<file path="config.mk">
export PLATFORM = sky130hd
export DESIGN_NAME = mips_assembly_line_encoder_unit_flat
export DESIGN_NICKNAME = d
export VERILOG_FILES = /design/src/sv/mal_pkg.sv /design/src/sv/mal_text_if.sv /design/src/sv/mal_word_if.sv /design/src/sv/mips_assembly_line_encoder_unit.sv /design/src/sv/mal_front.sv /design/src/sv/mal_queue.sv /design/src/sv/mal_back.sv /design/src/flat_wrapper.sv
export SDC_FILE = /design/constraint.sdc
export NUM_CORES = 1
export LEC_CHECK = 0
export CAP_MARGIN = 20
export CORE_MARGIN = 2
export CORE_UTILIZATION = 55
export CTS_CLUSTER_SIZE = 14
export DETAILED_ROUTE_END_ITERATION = 16
export DONT_BUFFER_PORTS = 1
export PLACE_DENSITY_LB_ADDON = 0.05
export SETUP_SLACK_MARGIN = 0.02
export SLEW_MARGIN = 15
export SYNTH_ARGS = -nofsm -noshare
export SYNTH_HDL_FRONTEND = slang
export SYNTH_SLANG_ARGS = --single-unit
</file>
<file path="constraint.sdc">
create_clock -name clk -period 5.6 [get_ports clk]
set_input_delay 0.84 -clock clk [delete_from_list [all_inputs] [get_ports clk]]
set_output_delay 0.84 -clock clk [all_outputs]
set_load 0.005 [all_outputs]
</file>
<file path="src/sv/mal_pkg.sv">
// ----------------------------------------------------------------------------
// mal_pkg: shared types and constants of the assembly line encoder
// Error codes, the line record passed from the parser to the encoder, queue
// status and numeric limits.
// ----------------------------------------------------------------------------
package mal_pkg;

    localparam int MAX_LINES_DEF      = 256;
    localparam int MNEMONIC_CHARS_DEF = 4;
    localparam int Q_DEPTH            = 2;

    localparam int NUM_W = 17;
    localparam int CLS_W = 5;

    localparam logic [NUM_W-1:0] NUM_SAT = 17'd65536;
    localparam logic [NUM_W-1:0] REG_MAX = 17'd31;
    localparam logic [NUM_W-1:0] IMM_MAX = 17'd65535;

    typedef enum logic [2:0] {
        ERR_NONE = 3'd0,
        ERR_MNEM = 3'd1,
        ERR_SEP  = 3'd2,
        ERR_REG  = 3'd3,
        ERR_IMM  = 3'd4
    } err_t;

    // One finished line, or a reset marker when emit is low and eot is high.
    typedef struct packed {
        logic             emit;
        logic             eot;
        logic [CLS_W-1:0] cls;
        err_t             err;
        logic [NUM_W-1:0] num0;
        logic [NUM_W-1:0] num1;
        logic [NUM_W-1:0] num2;
    } line_rec_t;

    typedef struct packed {
        logic full;
        logic empty;
    } queue_stat_t;

endpackage

</file>
<file path="src/sv/mal_text_if.sv">
// ----------------------------------------------------------------------------
// mal_text_if: character channel
// Valid/ready channel that carries one text character and its end mark.
// ----------------------------------------------------------------------------
interface mal_text_if;
    logic       valid;
    logic       ready;
    logic [7:0] char_in;
    logic       end_of_text;

    modport source (output valid, output char_in, output end_of_text, input ready);
    modport sink   (input valid, input char_in, input end_of_text, output ready);
endinterface

</file>
<file path="src/sv/mal_word_if.sv">
// ----------------------------------------------------------------------------
// mal_word_if: instruction word channel
// Valid/ready channel that carries one encoded line and its status.
// ----------------------------------------------------------------------------
interface mal_word_if;
    logic        valid;
    logic        ready;
    logic [31:0] instruction_word;
    logic        line_valid;
    logic [2:0]  error_kind;
    logic [7:0]  line_number;
    logic        error_seen;
    logic [7:0]  first_error_line;

    modport source (output valid, output instruction_word, output line_valid,
                    output error_kind, output line_number, output error_seen,
                    output first_error_line, input ready);
    modport sink   (input valid, input instruction_word, input line_valid,
                    input error_kind, input line_number, input error_seen,
                    input first_error_line, output ready);
endinterface

</file>
<file path="src/sv/mips_assembly_line_encoder_unit.sv">
// ----------------------------------------------------------------------------
// mips_assembly_line_encoder_unit: assembly text to MIPS word encoder
// Parses one character per cycle unless stalled; one 32-bit word per line.
// ----------------------------------------------------------------------------
// Usage:
// The text channel takes one character per transfer, with end_of_text set
// on the final character. The words channel gives one transfer per finished
// line: the encoded word, a line status with error kind, the line index and
// a sticky record of the first failing line. Empty lines give nothing.
// The block accepts one character every cycle while the record queue is
// not full. The parser keeps its state in registers and updates it with
// each accepted character; its only dependency loop is that per-character update.
// A line's record is written into the two-entry queue at the transfer of
// the character that ends it. The encoder takes the record from the queue
// once the output stage is free or being read, and registers the word,
// which is then valid on the words channel.
// When the receiver stalls, the output stage holds its word and the queue
// fills; text.ready drops only once both queue entries are taken.
// Reset clears parser, queue, line count and sticky record; the same clear
// of count and record follows the line carrying end_of_text.
// ----------------------------------------------------------------------------
module mips_assembly_line_encoder_unit #(
    parameter int MAX_LINES      = mal_pkg::MAX_LINES_DEF,
    parameter int MNEMONIC_CHARS = mal_pkg::MNEMONIC_CHARS_DEF
) (
    input  logic       clk,
    input  logic       rst_n,
    mal_text_if.sink   text,
    mal_word_if.source words
);

    mal_pkg::line_rec_t   push_rec;
    mal_pkg::line_rec_t   head_rec;
    mal_pkg::queue_stat_t qstat;
    logic                 push;
    logic                 pop;

    mal_front #(
        .MNEMONIC_CHARS(MNEMONIC_CHARS)
    ) u_front (
        .clk      (clk),
        .rst_n    (rst_n),
        .text     (text),
        .qstat    (qstat),
        .rec_push (push),
        .rec      (push_rec)
    );

    mal_queue u_queue (
        .clk      (clk),
        .rst_n    (rst_n),
        .push     (push),
        .push_rec (push_rec),
        .pop      (pop),
        .head_rec (head_rec),
        .qstat    (qstat)
    );

    mal_back #(
        .MAX_LINES(MAX_LINES)
    ) u_back (
        .clk       (clk),
        .rst_n     (rst_n),
        .rec_valid (!qstat.empty),
        .rec       (head_rec),
        .rec_take  (pop),
        .words     (words)
    );

    a_queue_state: assert property (@(posedge clk) disable iff (!rst_n)
        !(qstat.full && qstat.empty))
        else $error("queue reports full and empty at once");

    a_no_push_when_full: assert property (@(posedge clk) disable iff (!rst_n)
        qstat.full |-> !push)
        else $error("line record pushed into a full queue");

    a_failed_line: assert property (@(posedge clk) disable iff (!rst_n)
        words.valid && !words.line_valid |->
            words.instruction_word == 32'd0 && words.error_seen
            && words.error_kind != mal_pkg::ERR_NONE)
        else $error("failed line without zero word or sticky record");

    a_first_error_order: assert property (@(posedge clk) disable iff (!rst_n)
        words.valid && words.error_seen |-> words.first_error_line <= words.line_number)
        else $error("first failing line lies after the current line");

endmodule

</file>
<file path="src/sv/mal_front.sv">
// ----------------------------------------------------------------------------
// mal_front: character parser
// Walks each line through mnemonic, separators and operands, one character
// per cycle while the queue has room, and queues a line record at line end.
// ----------------------------------------------------------------------------
module mal_front #(
    parameter int MNEMONIC_CHARS = mal_pkg::MNEMONIC_CHARS_DEF
) (
    input  logic                clk,
    input  logic                rst_n,
    mal_text_if.sink            text,
    input  mal_pkg::queue_stat_t qstat,
    output logic                rec_push,
    output mal_pkg::line_rec_t  rec
);

    localparam int LEN_W = $clog2(MNEMONIC_CHARS + 2);
    localparam int IDX_W = $clog2(MNEMONIC_CHARS);
    localparam int NW    = mal_pkg::NUM_W;
    localparam int CW    = mal_pkg::CLS_W;

    localparam logic [7:0] CH_NL     = 8'h0A;
    localparam logic [7:0] CH_SPACE  = 8'h20;
    localparam logic [7:0] CH_DOLLAR = 8'h24;
    localparam logic [7:0] CH_HASH   = 8'h23;
    localparam logic [7:0] CH_COMMA  = 8'h2C;
    localparam logic [7:0] CH_MINUS  = 8'h2D;
    localparam logic [7:0] CH_ZERO   = 8'h30;
    localparam logic [7:0] CH_NINE   = 8'h39;

    // Classes 1 through CLASS_LAST_R are the register-register group.
    localparam logic [CW-1:0] CLASS_LAST_R = 5'd7;
    localparam logic [CW-1:0] CLASS_BGTZ   = 5'd16;

    localparam logic [31:0] MN_NAME [16] = '{
        {"add", 8'h00}, {"sub", 8'h00}, {"mul", 8'h00}, {"div", 8'h00},
        {"or", 16'h0000}, {"and", 8'h00}, {"slt", 8'h00}, "addi",
        {"ori", 8'h00}, "andi", {"lw", 16'h0000}, {"sw", 16'h0000},
        "slti", {"beq", 8'h00}, {"bne", 8'h00}, "bgtz"
    };
    localparam logic [2:0] MN_LEN [16] = '{
        3'd3, 3'd3, 3'd3, 3'd3, 3'd2, 3'd3, 3'd3, 3'd4,
        3'd3, 3'd4, 3'd2, 3'd2, 3'd4, 3'd3, 3'd3, 3'd4
    };

    typedef enum logic [8:0] {
        PH_MNEM = 9'b000000001,
        PH_S1   = 9'b000000010,
        PH_N1   = 9'b000000100,
        PH_S2A  = 9'b000001000,
        PH_S2B  = 9'b000010000,
        PH_N2   = 9'b000100000,
        PH_S3A  = 9'b001000000,
        PH_S3B  = 9'b010000000,
        PH_N3   = 9'b100000000
    } phase_t;

    // Returns the mnemonic class (1..16) or zero when nothing matches.
    // A length code of 7 stands for any length above four.
    function automatic logic [CW-1:0] lookup(input logic [3:0][7:0] chars,
                                             input logic [2:0] len);
        logic [CW-1:0] cls;
        logic          hit;
        logic          all_up;
        logic          rest_low;
        logic          up;
        logic [7:0]    ch;
        logic [7:0]    lc;
        cls = '0;
        for (int i = 15; i >= 0; i--) begin
            hit      = (len == MN_LEN[i]);
            all_up   = 1'b1;
            rest_low = 1'b1;
            for (int p = 0; p < 4; p++) begin
                ch = chars[p];
                up = (ch >= "A") && (ch <= "Z");
                lc = up ? 8'(ch + 8'd32) : ch;
                if (3'(p) < MN_LEN[i]) begin
                    if (lc != MN_NAME[i][31-8*p -: 8]) hit = 1'b0;
                    if (!up) all_up = 1'b0;
                    if (p > 0 && !((ch >= "a") && (ch <= "z"))) rest_low = 1'b0;
                end
            end
            if (hit && (all_up || rest_low)) cls = CW'(i + 1);
        end
        return cls;
    endfunction

    function automatic logic [NW-1:0] acc(input logic [NW-1:0] v, input logic [7:0] ch);
        logic [20:0] w;
        w = (21'(v) << 3) + (21'(v) << 1) + 21'(8'(ch - CH_ZERO));
        return (w > 21'(mal_pkg::NUM_SAT)) ? mal_pkg::NUM_SAT : w[NW-1:0];
    endfunction

    phase_t          phase_reg, phase_next;
    logic [7:0]      mnem_reg [MNEMONIC_CHARS];
    logic [7:0]      mnem_next [MNEMONIC_CHARS];
    logic [LEN_W-1:0] len_reg, len_next;
    logic [NW-1:0]   num0_reg, num0_next;
    logic [NW-1:0]   num1_reg, num1_next;
    logic [NW-1:0]   num2_reg, num2_next;
    logic            stop_reg, stop_next;
    logic            start_reg, start_next;
    logic            neg_reg, neg_next;
    logic [CW-1:0]   cls_reg, cls_next;
    mal_pkg::err_t   err_reg, err_next;

    logic [7:0]      c;
    logic            nl;
    logic            accept;
    logic            empty_line;
    logic            line_end;
    logic            reset_only;
    logic [NW-1:0]   cur_num;
    logic [NW-1:0]   fed_num;
    logic            is_digit;
    logic [3:0][7:0] head_chars;
    logic [2:0]      len_code;
    logic [CW-1:0]   found_cls;

    assign c        = text.char_in;
    assign nl       = (c == CH_NL);
    assign accept   = text.valid && text.ready;
    assign is_digit = (c >= CH_ZERO) && (c <= CH_NINE);
    assign fed_num  = acc(cur_num, c);

    assign text.ready = !qstat.full;

    always_comb
    begin
        for (int p = 0; p < 4; p++)
        begin
            head_chars[p] = mnem_reg[p];
        end
        len_code  = (len_reg <= LEN_W'(4)) ? len_reg[2:0] : 3'd7;
        found_cls = lookup(head_chars, len_code);
    end

    always_comb
    begin
        case (phase_reg)
            PH_N1:   cur_num = num0_reg;
            PH_N2:   cur_num = num1_reg;
            default: cur_num = num2_reg;
        endcase
    end

    always_comb
    begin
        phase_next = phase_reg;
        mnem_next  = mnem_reg;
        len_next   = len_reg;
        num0_next  = num0_reg;
        num1_next  = num1_reg;
        num2_next  = num2_reg;
        stop_next  = stop_reg;
        start_next = start_reg;
        neg_next   = neg_reg;
        cls_next   = cls_reg;
        err_next   = err_reg;

        if (!nl)
        begin
            case (phase_reg)
                PH_MNEM:
                begin
                    if (c == CH_SPACE)
                    begin
                        cls_next = found_cls;
                        if (found_cls == '0 && err_reg == mal_pkg::ERR_NONE)
                        begin
                            err_next = mal_pkg::ERR_MNEM;
                        end
                        phase_next = PH_S1;
                    end
                    else
                    begin
                        if (len_reg < LEN_W'(MNEMONIC_CHARS))
                        begin
                            mnem_next[len_reg[IDX_W-1:0]] = c;
                        end
                        if (len_reg <= LEN_W'(MNEMONIC_CHARS))
                        begin
                            len_next = len_reg + LEN_W'(1);
                        end
                    end
                end
                PH_S1, PH_S2B, PH_S3B:
                begin
                    if (phase_reg == PH_S3B)
                    begin
                        // R-type wants a register, I-type an immediate; an
                        // unknown mnemonic takes either marker.
                        if (cls_reg == '0)
                        begin
                            if (c != CH_DOLLAR && c != CH_HASH && err_reg == mal_pkg::ERR_NONE)
                            begin
                                err_next = mal_pkg::ERR_SEP;
                            end
                        end
                        else if (cls_reg <= CLASS_LAST_R)
                        begin
                            if (c != CH_DOLLAR && err_reg == mal_pkg::ERR_NONE)
                            begin
                                err_next = mal_pkg::ERR_SEP;
                            end
                        end
                        else if (c != CH_HASH && err_reg == mal_pkg::ERR_NONE)
                        begin
                            err_next = mal_pkg::ERR_SEP;
                        end
                    end
                    else if (c != CH_DOLLAR && err_reg == mal_pkg::ERR_NONE)
                    begin
                        err_next = mal_pkg::ERR_SEP;
                    end
                    stop_next  = 1'b0;
                    start_next = 1'b0;
                    neg_next   = 1'b0;
                    case (phase_reg)
                        PH_S1:   phase_next = PH_N1;
                        PH_S2B:  phase_next = PH_N2;
                        default: phase_next = PH_N3;
                    endcase
                end
                PH_S2A, PH_S3A:
                begin
                    if (c != CH_SPACE && err_reg == mal_pkg::ERR_NONE)
                    begin
                        err_next = mal_pkg::ERR_SEP;
                    end
                    phase_next = (phase_reg == PH_S2A) ? PH_S2B : PH_S3B;
                end
                PH_N1, PH_N2, PH_N3:
                begin
                    if (c == CH_COMMA && phase_reg != PH_N3)
                    begin
                        if (phase_reg == PH_N1)
                        begin
                            if (neg_reg && num0_reg != '0) num0_next = mal_pkg::NUM_SAT;
                            phase_next = (cls_reg == CLASS_BGTZ) ? PH_S3A : PH_S2A;
                        end
                        else
                        begin
                            if (neg_reg && num1_reg != '0) num1_next = mal_pkg::NUM_SAT;
                            phase_next = PH_S3A;
                        end
                        stop_next  = 1'b0;
                        start_next = 1'b0;
                        neg_next   = 1'b0;
                    end
                    else if (!stop_reg)
                    begin
                        if (is_digit)
                        begin
                            case (phase_reg)
                                PH_N1:   num0_next = fed_num;
                                PH_N2:   num1_next = fed_num;
                                default: num2_next = fed_num;
                            endcase
                            start_next = 1'b1;
                        end
                        else if (c == CH_MINUS && !start_reg)
                        begin
                            neg_next   = 1'b1;
                            start_next = 1'b1;
                        end
                        else
                        begin
                            stop_next = 1'b1;
                        end
                    end
                end
                default:
                begin
                    phase_next = PH_MNEM;
                end
            endcase
        end
    end

    // A newline with nothing received is no line at all.
    assign empty_line = (phase_reg == PH_MNEM) && (len_reg == '0);
    assign line_end   = nl ? !empty_line : text.end_of_text;
    assign reset_only = nl && empty_line && text.end_of_text;
    assign rec_push   = accept && (line_end || reset_only);

    always_comb
    begin
        rec.emit = line_end;
        rec.eot  = text.end_of_text;
        rec.cls  = cls_next;
        rec.num0 = num0_next;
        rec.num1 = num1_next;
        if (phase_next != PH_N3 && err_next == mal_pkg::ERR_NONE)
        begin
            rec.err = mal_pkg::ERR_SEP;
        end
        else
        begin
            rec.err = err_next;
        end
        if (phase_next == PH_N3 && neg_next && num2_next != '0)
        begin
            rec.num2 = mal_pkg::NUM_SAT;
        end
        else
        begin
            rec.num2 = num2_next;
        end
    end

    always_ff @(posedge clk or negedge rst_n)
    begin
        if (!rst_n)
        begin
            phase_reg <= PH_MNEM;
            len_reg   <= '0;
            num0_reg  <= '0;
            num1_reg  <= '0;
            num2_reg  <= '0;
            stop_reg  <= 1'b0;
            start_reg <= 1'b0;
            neg_reg   <= 1'b0;
            cls_reg   <= '0;
            err_reg   <= mal_pkg::ERR_NONE;
            for (int i = 0; i < MNEMONIC_CHARS; i++)
            begin
                mnem_reg[i] <= '0;
            end
        end
        else if (accept)
        begin
            if (line_end || reset_only)
            begin
                phase_reg <= PH_MNEM;
                len_reg   <= '0;
                num0_reg  <= '0;
                num1_reg  <= '0;
                num2_reg  <= '0;
                stop_reg  <= 1'b0;
                start_reg <= 1'b0;
                neg_reg   <= 1'b0;
                cls_reg   <= '0;
                err_reg   <= mal_pkg::ERR_NONE;
                for (int i = 0; i < MNEMONIC_CHARS; i++)
                begin
                    mnem_reg[i] <= '0;
                end
            end
            else
            begin
                phase_reg <= phase_next;
                len_reg   <= len_next;
                num0_reg  <= num0_next;
                num1_reg  <= num1_next;
                num2_reg  <= num2_next;
                stop_reg  <= stop_next;
                start_reg <= start_next;
                neg_reg   <= neg_next;
                cls_reg   <= cls_next;
                err_reg   <= err_next;
                mnem_reg  <= mnem_next;
            end
        end
    end

endmodule

</file>
<file path="src/sv/mal_queue.sv">
// ----------------------------------------------------------------------------
// mal_queue: line record queue
// Short first-in first-out buffer that decouples the parser from the encoder.
// ----------------------------------------------------------------------------
module mal_queue (
    input  logic                 clk,
    input  logic                 rst_n,
    input  logic                 push,
    input  mal_pkg::line_rec_t   push_rec,
    input  logic                 pop,
    output mal_pkg::line_rec_t   head_rec,
    output mal_pkg::queue_stat_t qstat
);

    localparam int DEPTH = mal_pkg::Q_DEPTH;
    localparam int PTR_W = (DEPTH > 1) ? $clog2(DEPTH) : 1;
    localparam int CNT_W = $clog2(DEPTH + 1);

    mal_pkg::line_rec_t entry_reg [DEPTH];
    logic [PTR_W-1:0]   wr_ptr_reg, wr_ptr_next;
    logic [PTR_W-1:0]   rd_ptr_reg, rd_ptr_next;
    logic [CNT_W-1:0]   count_reg, count_next;

    function automatic logic [PTR_W-1:0] bump(input logic [PTR_W-1:0] p);
        return (p == PTR_W'(DEPTH - 1)) ? '0 : p + PTR_W'(1);
    endfunction

    assign head_rec    = entry_reg[rd_ptr_reg];
    assign qstat.full  = (count_reg == CNT_W'(DEPTH));
    assign qstat.empty = (count_reg == '0);

    always_comb
    begin
        wr_ptr_next = push ? bump(wr_ptr_reg) : wr_ptr_reg;
        rd_ptr_next = pop ? bump(rd_ptr_reg) : rd_ptr_reg;
        count_next  = count_reg;
        if (push && !pop)
        begin
            count_next = count_reg + CNT_W'(1);
        end
        else if (pop && !push)
        begin
            count_next = count_reg - CNT_W'(1);
        end
    end

    always_ff @(posedge clk)
    begin
        if (push)
        begin
            entry_reg[wr_ptr_reg] <= push_rec;
        end
    end

    always_ff @(posedge clk or negedge rst_n)
    begin
        if (!rst_n)
        begin
            wr_ptr_reg <= '0;
            rd_ptr_reg <= '0;
            count_reg  <= '0;
        end
        else
        begin
            wr_ptr_reg <= wr_ptr_next;
            rd_ptr_reg <= rd_ptr_next;
            count_reg  <= count_next;
        end
    end

endmodule

</file>
<file path="src/sv/mal_back.sv">
// ----------------------------------------------------------------------------
// mal_back: range check and word packing
// Takes line records from the queue, checks operand ranges, packs the word,
// keeps the line count and sticky error record, and drives the output stage.
// ----------------------------------------------------------------------------
module mal_back #(
    parameter int MAX_LINES = mal_pkg::MAX_LINES_DEF
) (
    input  logic               clk,
    input  logic               rst_n,
    input  logic               rec_valid,
    input  mal_pkg::line_rec_t rec,
    output logic               rec_take,
    mal_word_if.source         words
);

    localparam int LAST_LINE = (MAX_LINES < 256) ? MAX_LINES - 1 : 255;
    localparam int LINE_W    = $clog2(LAST_LINE + 1);

    typedef enum logic [1:0] {
        KIND_NONE = 2'd0,
        KIND_R    = 2'd1,
        KIND_IA   = 2'd2,
        KIND_LB   = 2'd3
    } kind_t;

    localparam kind_t MN_KIND [16] = '{
        KIND_R, KIND_R, KIND_R, KIND_R, KIND_R, KIND_R, KIND_R,
        KIND_IA, KIND_IA, KIND_IA, KIND_LB, KIND_LB, KIND_IA, KIND_LB, KIND_LB, KIND_LB
    };
    // Function field for R-type, opcode for the rest.
    localparam logic [5:0] MN_CODE [16] = '{
        6'b100000, 6'b100010, 6'b011000, 6'b011010, 6'b100101, 6'b100100, 6'b101010,
        6'b001000, 6'b001101, 6'b001100, 6'b100011, 6'b101011, 6'b001010,
        6'b000100, 6'b000101, 6'b000111
    };

    logic [LINE_W-1:0] line_reg, line_next;
    logic              sticky_reg, sticky_next;
    logic [LINE_W-1:0] eline_reg, eline_next;
    logic              out_valid_reg, out_valid_next;

    logic [31:0]       word_reg;
    logic              ok_reg;
    logic [2:0]        kind_out_reg;
    logic [7:0]        num_out_reg;
    logic              seen_out_reg;
    logic [7:0]        first_out_reg;

    logic [3:0]        tab_idx;
    kind_t             kind;
    logic [5:0]        code;
    logic              reg_bad;
    logic              imm_bad;
    mal_pkg::err_t     err_fin;
    logic [31:0]       word;
    logic [4:0]        fa;
    logic [4:0]        fb;
    logic [15:0]       ft;

    assign rec_take = rec_valid && (!out_valid_reg || words.ready);

    assign tab_idx = 4'(rec.cls - mal_pkg::CLS_W'(1));
    assign kind    = (rec.cls == '0) ? KIND_NONE : MN_KIND[tab_idx];
    assign code    = MN_CODE[tab_idx];
    assign fa      = rec.num0[4:0];
    assign fb      = rec.num1[4:0];
    assign ft      = rec.num2[15:0];

    always_comb
    begin
        reg_bad = (rec.num0 > mal_pkg::REG_MAX) || (rec.num1 > mal_pkg::REG_MAX)
               || (kind == KIND_R && rec.num2 > mal_pkg::REG_MAX);
        imm_bad = (rec.num2 > mal_pkg::IMM_MAX);

        // Parse errors win over range errors, registers over the immediate.
        err_fin = rec.err;
        if (rec.err == mal_pkg::ERR_NONE)
        begin
            if (reg_bad)
            begin
                err_fin = mal_pkg::ERR_REG;
            end
            else if (imm_bad)
            begin
                err_fin = mal_pkg::ERR_IMM;
            end
        end

        word = '0;
        if (err_fin == mal_pkg::ERR_NONE)
        begin
            case (kind)
                KIND_R:  word = {6'b000000, fb, ft[4:0], fa, 5'b00000, code};
                KIND_IA: word = {code, fb, fa, ft};
                KIND_LB: word = {code, fa, fb, ft};
                default: word = '0;
            endcase
        end

        sticky_next = sticky_reg;
        eline_next  = eline_reg;
        if (err_fin != mal_pkg::ERR_NONE && !sticky_reg)
        begin
            sticky_next = 1'b1;
            eline_next  = line_reg;
        end

        line_next = line_reg;
        if (line_reg < LINE_W'(LAST_LINE))
        begin
            line_next = line_reg + LINE_W'(1);
        end

        out_valid_next = out_valid_reg && !words.ready;
        if (rec_take && rec.emit)
        begin
            out_valid_next = 1'b1;
        end
    end

    always_ff @(posedge clk)
    begin
        if (rec_take && rec.emit)
        begin
            word_reg      <= word;
            ok_reg        <= (err_fin == mal_pkg::ERR_NONE);
            kind_out_reg  <= err_fin;
            num_out_reg   <= 8'(line_reg);
            seen_out_reg  <= sticky_next;
            first_out_reg <= sticky_next ? 8'(eline_next) : 8'd0;
        end
    end

    always_ff @(posedge clk or negedge rst_n)
    begin
        if (!rst_n)
        begin
            line_reg      <= '0;
            sticky_reg    <= 1'b0;
            eline_reg     <= '0;
            out_valid_reg <= 1'b0;
        end
        else
        begin
            out_valid_reg <= out_valid_next;
            if (rec_take)
            begin
                // End of text returns the record to its reset state.
                if (rec.eot)
                begin
                    line_reg   <= '0;
                    sticky_reg <= 1'b0;
                    eline_reg  <= '0;
                end
                else if (rec.emit)
                begin
                    line_reg   <= line_next;
                    sticky_reg <= sticky_next;
                    eline_reg  <= eline_next;
                end
            end
        end
    end

    assign words.valid            = out_valid_reg;
    assign words.instruction_word = word_reg;
    assign words.line_valid       = ok_reg;
    assign words.error_kind       = kind_out_reg;
    assign words.line_number      = num_out_reg;
    assign words.error_seen       = seen_out_reg;
    assign words.first_error_line = first_out_reg;

endmodule

</file>
<file path="src/flat_wrapper.sv">
// flat-port wrapper written by rule: the top's interface ports become plain ports
module mips_assembly_line_encoder_unit_flat 
#(
    parameter int MAX_LINES      = mal_pkg::MAX_LINES_DEF,
    parameter int MNEMONIC_CHARS = mal_pkg::MNEMONIC_CHARS_DEF
)
  (clk, rst_n, text_valid, text_char_in, text_end_of_text, text_ready, words_valid, words_instruction_word, words_line_valid, words_error_kind, words_line_number, words_error_seen, words_first_error_line, words_ready);
  mal_text_if text_i ();
  mal_word_if words_i ();
  input  logic clk;
  input  logic rst_n;
  input wire logic [$bits(text_i.valid)-1:0] text_valid;
  input wire logic [$bits(text_i.char_in)-1:0] text_char_in;
  input wire logic [$bits(text_i.end_of_text)-1:0] text_end_of_text;
  output wire logic [$bits(text_i.ready)-1:0] text_ready;
  output wire logic [$bits(words_i.valid)-1:0] words_valid;
  output wire logic [$bits(words_i.instruction_word)-1:0] words_instruction_word;
  output wire logic [$bits(words_i.line_valid)-1:0] words_line_valid;
  output wire logic [$bits(words_i.error_kind)-1:0] words_error_kind;
  output wire logic [$bits(words_i.line_number)-1:0] words_line_number;
  output wire logic [$bits(words_i.error_seen)-1:0] words_error_seen;
  output wire logic [$bits(words_i.first_error_line)-1:0] words_first_error_line;
  input wire logic [$bits(words_i.ready)-1:0] words_ready;
  assign text_i.valid = text_valid;
  assign text_i.char_in = text_char_in;
  assign text_i.end_of_text = text_end_of_text;
  assign text_ready = text_i.ready;
  assign words_valid = words_i.valid;
  assign words_instruction_word = words_i.instruction_word;
  assign words_line_valid = words_i.line_valid;
  assign words_error_kind = words_i.error_kind;
  assign words_line_number = words_i.line_number;
  assign words_error_seen = words_i.error_seen;
  assign words_first_error_line = words_i.first_error_line;
  assign words_i.ready = words_ready;
  mips_assembly_line_encoder_unit #(.MAX_LINES(MAX_LINES), .MNEMONIC_CHARS(MNEMONIC_CHARS)) u_core (.clk(clk), .rst_n(rst_n), .text(text_i), .words(words_i));
endmodule
</file>
==> flow_results.org, run 1 <==
** Status
- The run finished with clean final reports.

** Power and ir drop
- Leakage power :: 0.00676 µW
- Peak supply drop :: 273 µV
- Total Power Consumption :: 6530 µW
- Cell area power density :: 374 nW/µm²

** Clock network
- Clock slew at the register clock pins of the worst setup and hold paths :: 0.07 ns
- Largest buffer count on any clock path :: 3
- Latest clock arrival within the worst-skew pair :: 0.56 ns
- CTS placed an instance of sky130_fd_sc_hd__clkbuf_16 at the clock tree root.
- In this run the number of H-tree levels came out at 1.
- Num Clock Sinks :: 303
- TritonCTS clock tree :: done
- Counting the buffers created by CTS gives 31.

** Critical path
- Setup slack on the worst reg-to-reg path comes out at 0.25 ns.
- The critical path is of the register to register type.
- In this run the critical register-to-register path is launched from u_core.u_front.phase_reg[2].
- STA classifies the critical path endpoint as a register.
- Along the worst path, the maximum fanout reaches 9.
- STA classifies the critical path startpoint as a register.
- FF-to-FF path depth :: 20
- Endpoint of the worst-slack reg-to-reg timing path :: u_core.u_queue.entry_reg[0][9]
- For the worst setup path, the data required time is 5.98 ns.
- Worst path arrival time :: 5.73 ns

** Placement
- Final GP Congestion :: 0.952
- Cell count after placement :: 1857
- After detailed placement, the total cell area comes to 16300 µm².
- Port Buffers :: 0
- Once detailed placement completed, the half-perimeter wirelength came to 30400 µm.

** Detailed routing
- Mean number of vias per cell :: 6.38
- Count of nets left with antenna violations after detail routing :: 0
- For this block, the routed nets add up to 42800 µm of wire.
- In this run, the number of DRC markers left after iteration 0 of detailed routing was 1432.
- Remaining design rule violation count :: 0
- Via count :: 12200
- In the final routed layout, each cell accounts on average for 22.3 µm.
- The first detailed-routing pass ran for 5 iterations.

** Timing
- The routed design could run at a clock period as short as 5.35 ns.
- Static timing analysis puts the maximum clock frequency at 0.187 GHz.
- Worst clock skew :: 0.0179 ns
- In the final timing run, aggregate negative setup slack is 0 ns.
- Final setup violation count :: 0
- Of the available clock period, the critical path in the final layout requires 95.6%.
- Final Slew Violations :: 0
- Worst max-slew margin expressed relative to the limit :: 21.1%
- The hold violation total from the final report is 0.
- Worst Tran Pin Value :: 1.15 ns

** Global route
- Largest net degree at the start of global routing :: 128
- Wire length of the first global-routing pass :: 67900 µm
- Global route total overflow :: 0
- The number of antenna violations at the first check in global routing is 0.
- Vias in the first global route :: 11800
- Gr usage total :: 28.7%

** Layout
- N_diodes :: 0
- Fill cell count :: 2345
- After routing the design area is 17400 µm².
- The register with the most flip-flops in the layout has 122 of them.
- Fraction of layout instances using a drive strength above 1 :: 9.61%
- Layout Cells excl Fill :: 1918
- # nets final :: 1582
- Area Growth Syn to Fin :: 10.8%
- Post-layout utilization of the core :: 62.3%

** Floorplanning
- The initial utilization of the core area, before any placement, comes to 56.2%.
- Die extent in y :: 173 µm
- Total core area :: 28000 µm²
- The die is 173 µm wide.
- Site Rows :: 61
- Top Ports :: 68
- Area of the die :: 30000 µm²

** Yosys
- Portion of the post-synthesis area used by sequential elements :: 53.7%
- Number of synthesized flops with an enable pin :: 175
- During synthesis, Yosys emitted a total of 0 warnings.
- Synth Flop Type :: sky130_fd_sc_hd__edfxtp_1
- The number of nets handed over by synthesis was 1569.
- After synthesis, the mean cell area works out to 10.5 µm².
- After synthesis the netlist holds a flip-flop and latch count of 303.
- After technology mapping, the gate count stands at 1502.
- In this run, distinct cell masters in the synthesized netlist total 88.
- In this run the cell area of the synthesized design comes to 15700 µm².
- Post-synth ARST share :: 42.2%

** Hold path
- The worst hold path belongs to the class input pin to asynchronous set/reset pin.

** Run
- Total of max-cap violations :: 0
## per-stage QoR
| stage | hold slack [ns] | setup slack, ns |
|---|---|---|
| global route | 0.0878 | -0.000492 |
| global placement | 0.482 | 0.00370 |
| detailed placement | 0.488 | -0.179 |
| CTS | 0.0924 | 0.117 |
| floorplan | 0.451 | 0.0220 |
| finish | 0.115 | 0.246 |
## critical path, cell delays in order, from the launching register on
cell and delay (ns):
sky130_fd_sc_hd__dfrtp_2 0.47, sky130_fd_sc_hd__nor3b_4 0.19, sky130_fd_sc_hd__buf_4 0.16, sky130_fd_sc_hd__o211ai_4 0.22, sky130_fd_sc_hd__nand2_1 0.10, sky130_fd_sc_hd__o21ai_0 0.14, sky130_fd_sc_hd__inv_1 0.10, sky130_fd_sc_hd__fa_1 0.52
sky130_fd_sc_hd__inv_1 0.07, sky130_fd_sc_hd__ha_1 0.31, sky130_fd_sc_hd__a211oi_1 0.37, sky130_fd_sc_hd__o21bai_1 0.18, sky130_fd_sc_hd__a2111oi_2 0.44, sky130_fd_sc_hd__buf_4 0.19, sky130_fd_sc_hd__o21ai_0 0.08, sky130_fd_sc_hd__o211ai_1 0.13
sky130_fd_sc_hd__mux2_2 0.42, sky130_fd_sc_hd__or2_1 0.27, sky130_fd_sc_hd__o311a_1 0.42, sky130_fd_sc_hd__buf_4 0.19, sky130_fd_sc_hd__a21oi_1 0.20
## cell families after synthesis
group	Yosys count	share of synthesized area, %
compound gates	408	16.9
simple gates	555	17.9
buf+inv	119	2.94
xor+xnor	29	1.61
flops	303	53.7
mux	34	2.30
fa+ha+maj	54	4.58
## how the worst max path moves through the flow
stage | start | endpoint | slack, ns | cells past startpoint
after floorplan | text_char_in[6] | u_core.u_queue.entry_reg[0][0] | 0.02 | 8
after global placement | u_core.u_front.phase_reg[2] | u_core.u_queue.entry_reg[0][40] | 0.004 | 17
after detailed placement | u_core.u_front.phase_reg[2] | u_core.u_front.num0_reg[9] | -0.18 | 18
after CTS | u_core.u_front.phase_reg[2] | u_core.u_queue.entry_reg[0][14] | 0.12 | 19
after global routing | u_core.u_front.phase_reg[2] | u_core.u_queue.entry_reg[0][40] | -0.0005 | 20
final | u_core.u_front.phase_reg[2] | u_core.u_queue.entry_reg[0][9] | 0.25 | 20
## what timing repair did
| item | in CTS | in global routing |
|---|---|---|
| resized for setup | 4 | 19 |
| setup endpoints to repair | 113 | 134 |
| hold endpoints to repair | 127 | 0 |
| hold buffers | 1 | 0 |
| setup buffers | 2 | 0 |
## layout by cell type (no fill, tap or decap), types with 8 or more instances in the layout
cell type,instances
sky130_fd_sc_hd__a211oi_1,19
sky130_fd_sc_hd__a21o_1,8
sky130_fd_sc_hd__a21oi_1,60
sky130_fd_sc_hd__a22o_1,46
sky130_fd_sc_hd__a22oi_1,19
sky130_fd_sc_hd__a31oi_1,19
sky130_fd_sc_hd__and2_1,9
sky130_fd_sc_hd__and3_1,13
sky130_fd_sc_hd__buf_4,44
sky130_fd_sc_hd__clkbuf_16,31
sky130_fd_sc_hd__dfrtp_1,125
sky130_fd_sc_hd__edfxtp_1,175
sky130_fd_sc_hd__ha_1,48
sky130_fd_sc_hd__inv_1,49
sky130_fd_sc_hd__mux2i_1,26
sky130_fd_sc_hd__nand2_1,195
sky130_fd_sc_hd__nand2b_1,10
sky130_fd_sc_hd__nand3_1,30
sky130_fd_sc_hd__nand4_1,16
sky130_fd_sc_hd__nor2_1,106
sky130_fd_sc_hd__nor2b_1,17
sky130_fd_sc_hd__nor3_1,27
sky130_fd_sc_hd__nor4_1,38
sky130_fd_sc_hd__nor4b_1,10
sky130_fd_sc_hd__o21a_1,10
sky130_fd_sc_hd__o21ai_0,131
sky130_fd_sc_hd__o21ai_1,20
sky130_fd_sc_hd__o31ai_1,8
sky130_fd_sc_hd__or2_2,12
sky130_fd_sc_hd__or3_1,10
sky130_fd_sc_hd__or4_1,11
sky130_fd_sc_hd__xnor2_1,12
sky130_fd_sc_hd__xor2_1,16
## report_power, final
| part | switching, µW | internal [µW] | total, µW | leakage (µW) |
|---|---|---|---|---|
| registers | 284 | 2740 | 3030 | 0.00341 |
| logic | 942 | 509 | 1450 | 0.00284 |
| clock network | 860 | 1190 | 2050 | 0.000499 |
| total | 2090 | 4440 | 6530 | 0.00676 |
## layout make-up
class | count | area [µm²] | area share (%)
clock buffer | 38 | 832 | 4.77
clock inverter | 20 | 184 | 1.05
inverter | 51 | 191 | 1.10
multi-input combinational | 1080 | 6900 | 39.6
sequential | 303 | 8460 | 48.5
tap | 378 | 473 | 2.71
timing repair buffer | 48 | 400 | 2.30
## per-layer routing
metal  vias to the layer above  GRT usage [%]  wire length, µm
met5                         -              0                0
li1                       5663              -                -
met3                        68           6.33             3970
met4                         0           5.69              769
met1                      5935           43.9            19800
met2                       566           42.3            18300
## cell usage after synthesis (all sizes together) (13+ instances only)
| library cell | count | area [µm²] |
|---|---|---|
| a211oi | 20 | 150 |
| a21oi | 62 | 314 |
| a22o | 46 | 403 |
| a22oi | 19 | 143 |
| a31oi | 19 | 119 |
| and3 | 14 | 87.6 |
| clkbuf | 57 | 214 |
| dfrtp | 127 | 3180 |
| edfxtp | 175 | 5260 |
| ha | 48 | 601 |
| inv | 51 | 191 |
| mux2i | 26 | 260 |
| nand2 | 198 | 746 |
| nand3 | 33 | 165 |
| nand4 | 16 | 100 |
| nor2 | 107 | 402 |
| nor2b | 17 | 106 |
| nor3 | 28 | 151 |
| nor4 | 41 | 293 |
| o21ai | 153 | 773 |
| or2 | 15 | 93.8 |
| xnor2 | 13 | 114 |
| xor2 | 16 | 140 |
Note: power is estimated with default switching activity, not from simulation.
==> inputs of run 2 (changes only) <==
--- a/config.mk
+++ b/config.mk
@@ -7,7 +7,7 @@
 export LEC_CHECK = 0
 export CAP_MARGIN = 20
 export CORE_MARGIN = 2
-export CORE_UTILIZATION = 55
+export CORE_UTILIZATION = 40
 export CTS_CLUSTER_SIZE = 14
 export DETAILED_ROUTE_END_ITERATION = 16
 export DONT_BUFFER_PORTS = 1
==> run 2 against run 1 <==
  * First-iteration DRC count down 39%
  * Cell area up 1.6%
  * Utilization down 17 points
  * Power up 1.2%
  * Clock power up 2%
  * Combinational power up 4%
  * Non-clock buffer count up 11
  * Highest routed layer unchanged
==> flow_results.org, run 2 (synthesized netlist as in run 1, its figures left out) <==
** Detailed routing
- The via density per instance is 5.84 (was 6.38).
- Via count :: 12100 (was 12200)
- Remaining design rule violation count :: 0 (unchanged)
- The detailed-router iteration count before antenna repair came to 6 (was 5).
- The iteration-0 DRC count of the detailed router is 867 (was 1432).
- The final routed wirelength across all metal layers was 46300 µm (was 42800 µm).
- Count of nets left with antenna violations after detail routing :: 0 (unchanged)
- The wire length per cell after detailed routing is 22.3 µm (about the same).

** Critical path
- Nature of the critical path startpoint :: register (unchanged)
- Cell type of the slowest stage on the worst timing path :: sky130_fd_sc_hd__or4b_1 (was sky130_fd_sc_hd__fa_1)
- WS Path Type :: register to register (unchanged)
- The register-to-register setup slack is 0.32 ns (was 0.25 ns).
- The arrival time of the worst setup path was 5.55 ns (was 5.73 ns).
- Critical path fanouts, max :: 15 (was 9)
- Largest stage delay, worst path :: 0.47 ns (was 0.52 ns)
- The critical path capture point type is a register (unchanged).
- Critical path required time :: 5.86 ns (was 5.98 ns)
- Cells along the critical path :: nor4_4 -> buf_4 -> o211ai_4 -> buf_4 -> nand2_1 -> o21ai_1 -> ha_1 -> ha_1 -> fa_1 -> a211oi_2 -> o21ai_0 -> a21bo_2 -> o2bb2ai_1 -> or4b_1 -> mux2_2 -> or2_1 -> o311a_4 -> or2_1 (was nor3b_4 -> buf_4 -> o211ai_4 -> nand2_1 -> o21ai_0 -> inv_1 -> fa_1 -> inv_1 -> ha_1 -> a211oi_1 -> o21bai_1 -> a2111oi_2 -> buf_4 -> o21ai_0 -> o211ai_1 -> mux2_2 -> or2_1 -> o311a_1 -> buf_4 -> a21oi_1)

** Layout
- # nets final :: 1597 (was 1582)
- The commonest non-fill, non-tap cell in the layout is sky130_fd_sc_hd__nand2_1 (unchanged).
- The final antenna diode count was 0 (unchanged).
- Leading cell types in the layout, fill and taps excluded :: 195 x sky130_fd_sc_hd__nand2_1, 175 x sky130_fd_sc_hd__edfxtp_1, 134 x sky130_fd_sc_hd__o21ai_0, 126 x sky130_fd_sc_hd__dfrtp_1, 106 x sky130_fd_sc_hd__nor2_1 (was 195 x sky130_fd_sc_hd__nand2_1, 175 x sky130_fd_sc_hd__edfxtp_1, 131 x sky130_fd_sc_hd__o21ai_0, 125 x sky130_fd_sc_hd__dfrtp_1, 106 x sky130_fd_sc_hd__nor2_1)
- Area Growth Syn to Fin :: 12.6% (was 10.8%)
- Fraction of layout instances using a drive strength above 1 :: 9.90% (was 9.61%)
- Fill cell count :: 3729 (was 2345)
- Number of flip-flops under the largest register name :: 122 (unchanged)

** Power and ir drop
- Leakage power :: 0.00682 µW (was 0.00676 µW)
- The switching power total came to 2140 µW (was 2090 µW).
- Comb power frac :: 22.9% (was 22.2%)
- Sequential power share :: 45.5% (was 46.4%)
- Switching power share of the total :: 32.4% (was 31.9%)
- The cell-internal power was 4470 µW (was 4440 µW).
- The highest ir drop seen on vdd was 207 µV (was 273 µV).
- Cell area power density :: 373 nW/µm² (was 374 nW/µm²)
- The clock share of power is 31.6% (was 31.4%).

** Global route
- Initial antenna violation count :: 0 (unchanged)
- The pin count of the biggest net entering global routing is 80 (was 128).
- The number of global-route vias before repair was 11800 (about the same).
- The wire length of the first global-routing pass came to 72200 µm (was 67900 µm).
- The sum of overflow across all layers after global routing came to 0 (unchanged).
- Gr usage total :: 22.9% (was 28.7%)

** Hold path
- Min-Delay Path Class :: input pin to asynchronous set/reset pin (unchanged)

** Timing
- Total negative slack :: 0 ns (unchanged)
- The final number of max-transition violations came to 0 (unchanged).
- The maximum clock frequency came to 0.189 GHz (was 0.187 GHz).
- The worst-margin pin slew was 0.993 ns (was 1.15 ns).
- Unrepaired setup endpoints after global routing :: false
- Worst max-slew margin expressed relative to the limit :: 33.4% (was 21.1%)
- The hold violation total from the final report came to 0 (unchanged).
- PnR worst setup slack :: 0.317 ns (was 0.246 ns)
- Crit path time final :: 5.28 ns (was 5.35 ns)
- The post-route clock skew is 0.0127 ns (was 0.0179 ns).
- The period utilization was 94.3% (was 95.6%).
- Final setup violation count :: 0 (unchanged)

** Run
- Total of max-cap violations :: 0 (unchanged)

** Clock network
- The clock transition at the registers of the reported paths is 0.06 ns (was 0.07 ns).
- The number of levels in the clock H-tree came to 2 (was 1).
- The deepest clock path buffer count came to 3 (unchanged).
- The total clock buffers created by CTS was 35 (was 31).
- The clock sink total came to 303 (unchanged).
- Latest clock arrival within the worst-skew pair :: 0.53 ns (was 0.56 ns)
- The clock tree from TritonCTS is done (unchanged).
- Root Buffer Master :: sky130_fd_sc_hd__clkbuf_16 (unchanged)

** Floorplanning
- Total core area :: 38700 µm² (was 28000 µm²)
- Initial core utilization :: 40.6% (was 56.2%)
- Site Rows :: 72 (was 61)
- Top Ports :: 68 (unchanged)
- Area of the die :: 41000 µm² (was 30000 µm²)
- Die extent in y :: 202 µm (was 173 µm)
- Chip width :: 202 µm (was 173 µm)

** Placement
- The placer's final routability congestion estimate is 0.887 (was 0.952).
- Worst Setup Slack post-DPL :: -0.0151 ns (was -0.179 ns)
- The number of port buffers came to 0 (unchanged).
- The half-perimeter wire length of the detailed placement result was 33000 µm (was 30400 µm).

** Status
- Outcome: complete, no violations (unchanged).
-- run 2: cell types whose count changed in the layout (fill, tap and decap cells not counted), moves of 2 or more --
cell / change
sky130_fd_sc_hd__o21ai_1: -3
sky130_fd_sc_hd__o21ai_0: +3
sky130_fd_sc_hd__buf_4: +7
sky130_fd_sc_hd__clkinv_4: -2
sky130_fd_sc_hd__bufinv_16: -3
sky130_fd_sc_hd__clkbuf_16: +4
sky130_fd_sc_hd__clkinv_1: -2
sky130_fd_sc_hd__clkbuf_1: +9
sky130_fd_sc_hd__buf_12: +3
-- run 2: critical path, delay by kind of cell, from the launching register on --
family	cells	cell delay, ns
simple gates	5	1.41
compound gates	7	1.41
fa+ha+maj	3	1.00
flops	1	0.45
buf+inv	2	0.40
mux	1	0.33
-- run 2: cell type report --
class                      instances  area (µm²)  share of cell area (%)
clock inverter                    12        71.3                   0.402
sequential                       303        8460                    47.7
tap                              518         648                    3.66
inverter                          51         191                    1.08
multi-input combinational       1080        6900                    38.9
timing repair buffer              59         499                    2.82
clock buffer                      50         962                    5.43
-- run 2: power by group through the flow --
stage | Clock (µW) | Combinational, µW | Sequential (µW)
detailed placement | 0 | 1480 | 3060
global placement | 0 | 1480 | 3050
global route | 2240 | 1680 | 3060
finish | 2090 | 1510 | 3010
floorplan | 0 | 1150 | 2940
CTS | 2140 | 1500 | 3020
-- run 2: metal layers --
layer | global-route usage [%] | vias up | part of all wire, %
li1 | - | 5683 | -
met1 | 33.6 | 5897 | 47
met2 | 33.9 | 454 | 43
met3 | 4.98 | 63 | 7.0
met4 | 6.57 | 0 | 2.2
met5 | 0 | - | 0
-- run 2: what timing repair did --
item / CTS / global route
buffers inserted: 0 / 0
cloned: 0 / 0
pin swaps: 0 / 0
hold buffers: 2 / 0
endpoints found under the hold margin: 40 / 0
setup endpoints to repair: 18 / 134
resized for setup: 1 / 17
-- run 2: final timing paths --
path,startpoint,endpoint,cells past startpoint
setup reg to reg,u_core.u_front.phase_reg[1],u_core.u_queue.entry_reg[0][16],18
min in group clk,text_end_of_text,u_core.u_queue.entry_reg[1][59],0
hold / removal,rst_n,u_core.u_front.head_chars[28],0
setup / recovery,u_core.u_front.phase_reg[1],u_core.u_queue.entry_reg[0][16],18
hold reg to reg,u_core.u_back.eline_reg[7],u_core.u_back.eline_reg[7],1
max in group asynchronous,rst_n,u_core.u_front.head_chars[5],1
-- run 2: stage by stage --
stage | util, % | cells | hold WS [ns] | power [µW] | cell area [µm²]
floorplan | - | 1502 | 0.451 | 4090 | 15700
global placement | 42.8 | 2005 | 0.484 | 4530 | 16600
detailed placement | 42.8 | 2007 | 0.482 | 4540 | 16600
CTS | 45.6 | 2071 | 0.0000173 | 6650 | 17600
global route | 45.8 | 2073 | 0.000982 | 6970 | 17700
finish | 45.8 | 2073 | 0.0274 | 6610 | 17700
